===== src/hdl/ssmd_pkg.sv =====
package ssmd_pkg;

    // Display modes carried in the func field.
    typedef enum logic [1:0] {
        MODE_MIN_SEC   = 2'd0,
        MODE_SEC_ANIM  = 2'd1,
        MODE_MILLI_SEC = 2'd2
    } t_mode;

    typedef struct packed {
        logic [1:0]  func;
        logic [31:0] milli_count;
        logic [31:0] second_count;
    } t_in;

    typedef struct packed {
        logic [7:0] digit_enable;
        logic [7:0] segment_bits;
    } t_out;

    localparam int unsigned SecMod   = 3600;
    localparam int unsigned MilliMod = 1000;

    localparam logic [7:0] SEG_BLANK   = 8'hFF;
    localparam logic [7:0] SEG_DP_MASK = 8'h7F;
    localparam logic [7:0] EN_FIRST    = 8'h80;
    localparam logic [7:0] EN_NONE     = 8'h00;

    // Reciprocals for the constant divisions of the reduced counts.
    localparam logic [12:0] RECIP_10  = 13'd6554;  // x/10  = (x*6554) >> 16
    localparam logic [12:0] RECIP_60  = 13'd4370;  // x/60  = (x*4370) >> 18
    localparam logic [10:0] RECIP_600 = 11'd1748;  // x/600 = (x*1748) >> 20
    localparam logic [12:0] RECIP_100 = 13'd5243;  // x/100 = (x*5243) >> 19

    // Residue of one byte of a count, weighted by its place, modulo 3600 or 1000.
    typedef logic [255:0][11:0] t_stab;
    typedef logic [255:0][9:0]  t_mtab;

    function automatic t_stab make_stab(input int unsigned k);
        t_stab      tab;
        longint unsigned v;
        for (int unsigned b = 0; b < 256; b++) begin
            v      = longint'(b) << (8 * k);
            tab[b] = 12'(v % SecMod);
        end
        return tab;
    endfunction

    function automatic t_mtab make_mtab(input int unsigned k);
        t_mtab      tab;
        longint unsigned v;
        for (int unsigned b = 0; b < 256; b++) begin
            v      = longint'(b) << (8 * k);
            tab[b] = 10'(v % MilliMod);
        end
        return tab;
    endfunction

    localparam t_stab S_TAB1 = make_stab(1);
    localparam t_stab S_TAB2 = make_stab(2);
    localparam t_stab S_TAB3 = make_stab(3);
    localparam t_mtab M_TAB1 = make_mtab(1);
    localparam t_mtab M_TAB2 = make_mtab(2);
    localparam t_mtab M_TAB3 = make_mtab(3);

    localparam logic [15:0][7:0] ANIM_A = {
        8'hF0, 8'hF4, 8'hF6, 8'hF7, 8'hF7, 8'hF7, 8'hF7, 8'hF7,
        8'hF0, 8'hF8, 8'hF8, 8'hF8, 8'hF8, 8'hF8, 8'hF9, 8'hFB
    };

    localparam logic [15:0][7:0] ANIM_B = {
        8'hC6, 8'hC6, 8'hC6, 8'hC6, 8'hC7, 8'hE7, 8'hF7, 8'hFF,
        8'hC6, 8'hC6, 8'hCE, 8'hDE, 8'hFE, 8'hFF, 8'hFF, 8'hFF
    };

    function automatic logic [7:0] digit_glyph(input logic [3:0] d);
        logic [7:0] seg;
        unique case (d)
            4'd0:    seg = 8'hC0;
            4'd1:    seg = 8'hF9;
            4'd2:    seg = 8'hA4;
            4'd3:    seg = 8'hB0;
            4'd4:    seg = 8'h99;
            4'd5:    seg = 8'h92;
            4'd6:    seg = 8'h82;
            4'd7:    seg = 8'hD8;
            4'd8:    seg = 8'h80;
            4'd9:    seg = 8'h98;
            default: seg = SEG_BLANK;
        endcase
        return seg;
    endfunction

endpackage


===== src/hdl/seven_segment_mux_driver.sv =====
// A request accepted into the first stage register moves on to the result register when
// that is empty or being taken; the result waits there while the output stalls.
// Throughput: one request per cycle while the output does not stall; the first stage
// reduces the counts through byte residue tables, the second splits the residues into
// digits and looks up the glyph. Reset clears the three digit positions and both stage
// valid flags; data registers are not reset.
module seven_segment_mux_driver (
    input  logic                  i_clk,
    input  logic                  i_rst_n,
    input  logic                  i_in_valid,
    output logic                  o_in_ready,
    input  ssmd_pkg::t_in         i_in_data,
    output logic                  o_out_valid,
    input  logic                  i_out_ready,
    output ssmd_pkg::t_out        o_out_data
);

    // Digit position per mode.
    logic [1:0] r_pos0, r_pos1, r_pos2;
    logic [1:0] n_pos0, n_pos1, n_pos2;
    logic [1:0] cur_pos;

    // First stage registers.
    logic        r_s1_valid;
    logic [1:0]  r_s1_mode;
    logic [1:0]  r_s1_pos;
    logic [11:0] r_s1_sres;
    logic [9:0]  r_s1_mres;
    logic [11:0] n_s1_sres;
    logic [9:0]  n_s1_mres;

    // Result register.
    logic           r_out_valid;
    ssmd_pkg::t_out r_out_data;
    ssmd_pkg::t_out n_out_data;

    logic accept;
    logic s2_load;

    logic [13:0] s_sum;
    logic [11:0] m_sum;

    assign s2_load    = r_s1_valid && (!r_out_valid || i_out_ready);
    assign o_in_ready = !r_s1_valid || s2_load;
    assign accept     = i_in_valid && o_in_ready;

    // Position selection and advance.
    always_comb begin
        n_pos0  = r_pos0;
        n_pos1  = r_pos1;
        n_pos2  = r_pos2;
        cur_pos = 2'd0;
        unique case (i_in_data.func)
            ssmd_pkg::MODE_MIN_SEC: begin
                cur_pos = r_pos0;
                n_pos0  = r_pos0 + 2'd1;
            end
            ssmd_pkg::MODE_SEC_ANIM: begin
                cur_pos = r_pos1;
                n_pos1  = r_pos1 + 2'd1;
            end
            ssmd_pkg::MODE_MILLI_SEC: begin
                cur_pos = r_pos2;
                n_pos2  = r_pos2 + 2'd1;
            end
            default: begin
                cur_pos = 2'd0;
            end
        endcase
    end

    // Seconds modulo 3600 and milliseconds modulo 1000 from byte residues.
    always_comb begin
        s_sum = 14'(i_in_data.second_count[7:0])
              + 14'(ssmd_pkg::S_TAB1[i_in_data.second_count[15:8]])
              + 14'(ssmd_pkg::S_TAB2[i_in_data.second_count[23:16]])
              + 14'(ssmd_pkg::S_TAB3[i_in_data.second_count[31:24]]);
        if (s_sum >= 14'(3 * ssmd_pkg::SecMod)) begin
            n_s1_sres = 12'(s_sum - 14'(3 * ssmd_pkg::SecMod));
        end else if (s_sum >= 14'(2 * ssmd_pkg::SecMod)) begin
            n_s1_sres = 12'(s_sum - 14'(2 * ssmd_pkg::SecMod));
        end else if (s_sum >= 14'(ssmd_pkg::SecMod)) begin
            n_s1_sres = 12'(s_sum - 14'(ssmd_pkg::SecMod));
        end else begin
            n_s1_sres = 12'(s_sum);
        end

        m_sum = 12'(i_in_data.milli_count[7:0])
              + 12'(ssmd_pkg::M_TAB1[i_in_data.milli_count[15:8]])
              + 12'(ssmd_pkg::M_TAB2[i_in_data.milli_count[23:16]])
              + 12'(ssmd_pkg::M_TAB3[i_in_data.milli_count[31:24]]);
        if (m_sum >= 12'(3 * ssmd_pkg::MilliMod)) begin
            n_s1_mres = 10'(m_sum - 12'(3 * ssmd_pkg::MilliMod));
        end else if (m_sum >= 12'(2 * ssmd_pkg::MilliMod)) begin
            n_s1_mres = 10'(m_sum - 12'(2 * ssmd_pkg::MilliMod));
        end else if (m_sum >= 12'(ssmd_pkg::MilliMod)) begin
            n_s1_mres = 10'(m_sum - 12'(ssmd_pkg::MilliMod));
        end else begin
            n_s1_mres = 10'(m_sum);
        end
    end

    // Digit extraction from the reduced counts.
    logic [24:0] prod_t;
    logic [24:0] prod_u;
    logic [22:0] prod_h;
    logic [22:0] prod_a;
    logic [22:0] prod_c;
    logic [8:0]  sec_tens_all;   // seconds mod 3600, divided by 10
    logic [5:0]  min_all;        // seconds mod 3600, divided by 60
    logic [2:0]  min_tens;
    logic [3:0]  sec_units;
    logic [2:0]  sec_tens;
    logic [3:0]  min_units;
    logic [6:0]  ms_tens_all;
    logic [3:0]  ms_hundreds;
    logic [3:0]  ms_tens;
    logic [7:0]  seg;

    assign prod_t = 25'(r_s1_sres) * 25'(ssmd_pkg::RECIP_10);
    assign prod_u = 25'(r_s1_sres) * 25'(ssmd_pkg::RECIP_60);
    assign prod_h = 23'(r_s1_sres) * 23'(ssmd_pkg::RECIP_600);
    assign prod_a = 23'(r_s1_mres) * 23'(ssmd_pkg::RECIP_10);
    assign prod_c = 23'(r_s1_mres) * 23'(ssmd_pkg::RECIP_100);

    assign sec_tens_all = prod_t[24:16];
    assign min_all      = prod_u[23:18];
    assign min_tens     = prod_h[22:20];
    assign ms_tens_all  = prod_a[22:16];
    assign ms_hundreds  = prod_c[22:19];

    assign sec_units = 4'(r_s1_sres - 12'(12'(sec_tens_all) * 12'd10));
    assign sec_tens  = 3'(sec_tens_all - 9'(9'(min_all) * 9'd6));
    assign min_units = 4'(min_all - 6'(6'(min_tens) * 6'd10));
    assign ms_tens   = 4'(ms_tens_all - 7'(7'(ms_hundreds) * 7'd10));

    always_comb begin
        seg = ssmd_pkg::SEG_BLANK;
        unique case (r_s1_mode)
            ssmd_pkg::MODE_MIN_SEC: begin
                unique case (r_s1_pos)
                    2'd0: seg = ssmd_pkg::digit_glyph(sec_units);
                    2'd1: seg = ssmd_pkg::digit_glyph({1'b0, sec_tens});
                    2'd2: begin
                        // The minutes-units point blinks on odd seconds.
                        seg = ssmd_pkg::digit_glyph(min_units);
                        if (r_s1_sres[0]) begin
                            seg = seg & ssmd_pkg::SEG_DP_MASK;
                        end
                    end
                    default: seg = ssmd_pkg::digit_glyph({1'b0, min_tens});
                endcase
            end
            ssmd_pkg::MODE_SEC_ANIM: begin
                unique case (r_s1_pos)
                    2'd0:    seg = ssmd_pkg::digit_glyph(sec_units);
                    2'd1:    seg = ssmd_pkg::digit_glyph({1'b0, sec_tens});
                    2'd2:    seg = ssmd_pkg::ANIM_A[r_s1_sres[3:0]];
                    default: seg = ssmd_pkg::ANIM_B[r_s1_sres[3:0]];
                endcase
            end
            ssmd_pkg::MODE_MILLI_SEC: begin
                unique case (r_s1_pos)
                    2'd0:    seg = ssmd_pkg::digit_glyph(ms_tens);
                    2'd1:    seg = ssmd_pkg::digit_glyph(ms_hundreds);
                    2'd2:    seg = ssmd_pkg::digit_glyph(sec_units);
                    default: seg = ssmd_pkg::digit_glyph({1'b0, sec_tens});
                endcase
            end
            default: begin
                seg = ssmd_pkg::SEG_BLANK;
            end
        endcase

        n_out_data.segment_bits = seg;
        // The unused mode blanks the display with no digit enabled.
        if (r_s1_mode == ssmd_pkg::MODE_MIN_SEC || r_s1_mode == ssmd_pkg::MODE_SEC_ANIM ||
            r_s1_mode == ssmd_pkg::MODE_MILLI_SEC) begin
            n_out_data.digit_enable = ssmd_pkg::EN_FIRST >> r_s1_pos;
        end else begin
            n_out_data.digit_enable = ssmd_pkg::EN_NONE;
        end
    end

    // Control registers.
    always_ff @(posedge i_clk) begin
        if (!i_rst_n) begin
            r_pos0      <= 2'd0;
            r_pos1      <= 2'd0;
            r_pos2      <= 2'd0;
            r_s1_valid  <= 1'b0;
            r_out_valid <= 1'b0;
        end else begin
            if (accept) begin
                r_pos0 <= n_pos0;
                r_pos1 <= n_pos1;
                r_pos2 <= n_pos2;
            end
            if (o_in_ready) begin
                r_s1_valid <= i_in_valid;
            end
            if (s2_load) begin
                r_out_valid <= 1'b1;
            end else if (i_out_ready) begin
                r_out_valid <= 1'b0;
            end
        end
    end

    // Data registers.
    always_ff @(posedge i_clk) begin
        if (accept) begin
            r_s1_mode <= i_in_data.func;
            r_s1_pos  <= cur_pos;
            r_s1_sres <= n_s1_sres;
            r_s1_mres <= n_s1_mres;
        end
        if (s2_load) begin
            r_out_data <= n_out_data;
        end
    end

    assign o_out_valid = r_out_valid;
    assign o_out_data  = r_out_data;

endmodule


===== config.mk =====
export PLATFORM = sky130hd
export DESIGN_NAME = seven_segment_mux_driver
export DESIGN_NICKNAME = d
export VERILOG_FILES = /design/src/hdl/ssmd_pkg.sv /design/src/hdl/seven_segment_mux_driver.sv
export SDC_FILE = /design/constraint.sdc
export NUM_CORES = 1
export LEC_CHECK = 0
export ABC_AREA = 1
export BUFFER_PORTS_ARGS = -buffer_cell sky130_fd_sc_hd__buf_4
export CAP_MARGIN = 30
export CORE_MARGIN = 4
export CORE_UTILIZATION = 65
export DETAILED_ROUTE_END_ITERATION = 8
export PLACE_DENSITY = 0.8
export REMOVE_ABC_BUFFERS = 1
export SETUP_SLACK_MARGIN = 0.2
export SLEW_MARGIN = 40
export SYNTH_ARGS = -nofsm -noshare
export SYNTH_HDL_FRONTEND = slang
export SYNTH_SLANG_ARGS = --single-unit

===== constraint.sdc =====
create_clock -name i_clk -period 9.1 [get_ports i_clk]
set_clock_uncertainty 0.2 [all_clocks]
set_input_delay 1.82 -clock i_clk [delete_from_list [all_inputs] [get_ports i_clk]]
set_output_delay 1.82 -clock i_clk [all_outputs]
set_load 0.05 [all_outputs]

==> flow_metrics.env <==
export IMPL_setup_ws_ps=1700
export IMPL_clock_path_buffers=2
export IMPL_clkLatencyLatePin_ps=300
export IMPL_yosysWarningCount=0
export IMPL_dieWidth_um=209
export IMPL_worst_pin_slew_ps=811
export IMPL_cts_buffers=5
export IMPL_slew_headroom_pct=45.6
export IMPL_drtAntennaViolNets=0
export IMPL_grt_total_usage_pct=32.1
export IMPL_wl_um=73000
export IMPL_setup_tns_ps=0
export IMPL_start_util_pct=65.9
export IMPL_setup_viol=0
export IMPL_period_share_pct=81.3
export IMPL_status="complete, no violations"
export IMPL_fin_crit_ps=7400
export IMPL_port_buffers=83
export IMPL_cp_slowest_cell="fa_1"
export IMPL_dpl_instance_area_mm2=0.0269
export IMPL_drt_pass1_iterations=7
export IMPL_cts_setup_buffers=0
export IMPL_cts_resized=0
export IMPL_antenna_found_initial=3
export IMPL_cap_violations=0
export IMPL_ys_async_sr_fraction_pct=0
export IMPL_place_gp_congestion=1.04
export IMPL_slew_violations=0
export IMPL_grt_pass1_wl_um=122000
export IMPL_grt_max_degree=58
export IMPL_hold_buffers=0
export IMPL_wl_per_cell_um=15.6
export IMPL_drt_drc_violations_left=0
export IMPL_hpwl_um=58400
export IMPL_syn_avg_cell_area_um2=6.22
export IMPL_crit_path_end_kind="flop"
export IMPL_drtIter0Drc=3043
export IMPL_design_area_mm2=0.0271
export IMPL_cp_start_kind="primary input"
export IMPL_synth_edf_count=38
export IMPL_nets=4792
export IMPL_clkSinkCount=54
export IMPL_r2r_setup_slack_ps=1950
export IMPL_ys_seq_elements=54
export IMPL_synthesis_area_mm2=0.0262
export IMPL_die_h_um=209
export IMPL_crit_fanout=21
export IMPL_drive_gt1_share_pct=4.69
export IMPL_critPathRequiredTime_ps=8960
export IMPL_rows=73
export IMPL_hp_class="reg -> reg"
export IMPL_clockRootBuffer="clkbuf_16"
export IMPL_synthCells=4208
export IMPL_final_hold_viol_count=0
export IMPL_dp_slack_ps=1570
export IMPL_rsz0062_at_grt="false"
export IMPL_vias=27800
export IMPL_crit_type="in -> reg"
export IMPL_cpPeakStageDelay_ps=540
export IMPL_cts_tree="built"
export IMPL_vias_per_cell=5.92
export IMPL_clkSlewWorstSetupHoldPaths_ps=80
export IMPL_arrival_ps=7260
export IMPL_fmax_ghz=0.135
export IMPL_core_area_mm2=0.0397
export IMPL_grt_pass1_vias=25600
export IMPL_grt_ovfl_total=0
export IMPL_ioPinCount=88
export IMPL_htreeDepth=2
export IMPL_crit_top_cell="inv_1"
export IMPL_areaGrowthSynthToFinish_pct=3.58
export IMPL_dieArea_mm2=0.0435
export IMPL_ys_types=75
export IMPL_yosysSeqAreaShare_pct=5.58
export IMPL_synth_ff_type="edfxtp_1"
-- cells in the final DEF (no fill, tap or decap), drive strengths merged, types with 11 or more instances in the layout --
cell	Yosys	routed
a221oi	11	11
fa	160	160
nand3b	12	12
xor2	30	30
edfxtp	38	38
o211ai	60	60
dfxtp	16	16
o311ai	19	19
nand4	26	26
xnor2	16	16
nor3	29	29
a21oi	281	281
o2111ai	11	11
a31oi	46	46
nand2	1012	1012
o221ai	24	24
inv	740	742
o31ai	17	17
nand3	264	264
ha	401	401
buf	32	92
or2	30	30
a211oi	17	17
nor2	369	369
o21ai	331	331
o22ai	19	19
-- critical path, delay by kind of cell --
family / cells / cell delay [ps]
AO/OA/AOI/OAI: 5 / 1090
XOR/XNOR: 2 / 560
buffers and inverters: 8 / 1230
AND/OR/NAND/NOR: 6 / 960
adder cells (fa/ha/maj): 4 / 1570
-- worst paths after layout --
kind,depth (start not counted),start,end
setup / recovery,25,i_in_data[21],r_s1_sres[4]
hold / removal,2,r_pos1[0],r_pos1[0]
setup reg to reg,28,r_s1_sres[3],o_out_data[5]
hold reg to reg,2,r_pos1[0],r_pos1[0]
-- metal layers --
metal  up-vias  part of all wire, %  track usage [%]  wire length, µm
met4         0                  2.7             7.31             1950
met3       169                  7.5             2.45             5520
li1      13700                    -                -                -
met2      1309                   46             54.2            33800
met5         -                    0                0                0
met1     12600                   43             45.2            31800
-- cells by family (layout without fill, tap and decap cells) --
group                      count (synthesis)  in the layout  synth area share (%)
xor gates and xnor gates                  46             46                  1.65
adders and majority gates                561            561                  31.4
other                                      1              7                0.0143
AOI/OAI and AO/OA                        899            899                  20.5
DFF                                       54             54                  5.58
muxes                                      1              1                0.0383
and+or+nand+nor                         1749           1749                  27.8
buffers and inverters                    897            848                  13.0
-- synth_stat cells (25+ instances only) --
| cell type | number | area share [%] |
|---|---|---|
| xor2_1 | 26 | 0.87 |
| ha_1 | 401 | 19 |
| inv_1 | 730 | 10 |
| nor3_1 | 28 | 0.54 |
| o211ai_1 | 59 | 1.7 |
| clkbuf_1 | 117 | 1.7 |
| fa_1 | 160 | 12 |
| nand3_1 | 262 | 5.0 |
| nand4_1 | 25 | 0.60 |
| o21ai_0 | 322 | 6.2 |
| nor2_1 | 363 | 5.2 |
| or2_2 | 28 | 0.67 |
| a21oi_1 | 274 | 5.2 |
| nand2_1 | 990 | 14 |
| a31oi_1 | 45 | 1.1 |
| edfxtp_1 | 38 | 4.4 |
-- area by class of cell --
type | instances | area (µm²)
multi-input cells | 3260 | 21300
fillers | 3829 | 12600
inverters | 748 | 2820
flip-flops and latches | 54 | 1460
repair buffers | 92 | 691
well taps | 525 | 657
clock buffers | 5 | 125
clock inverters | 3 | 26.3
diodes | 3 | 7.51
-- per-stage QoR --
step	utilization, %	std cells	hold slack (ps)
floorplan	-	4062	242
global placement	67.8	4679	255
detailed placement	67.8	4679	258
CTS	68.2	4687	270
global route	68.2	4690	299
finish	68.2	4690	270
Power is left out: the tool's default activity adds up to more than one toggle a clock period on the data nets, which glitch-free logic cannot reach.
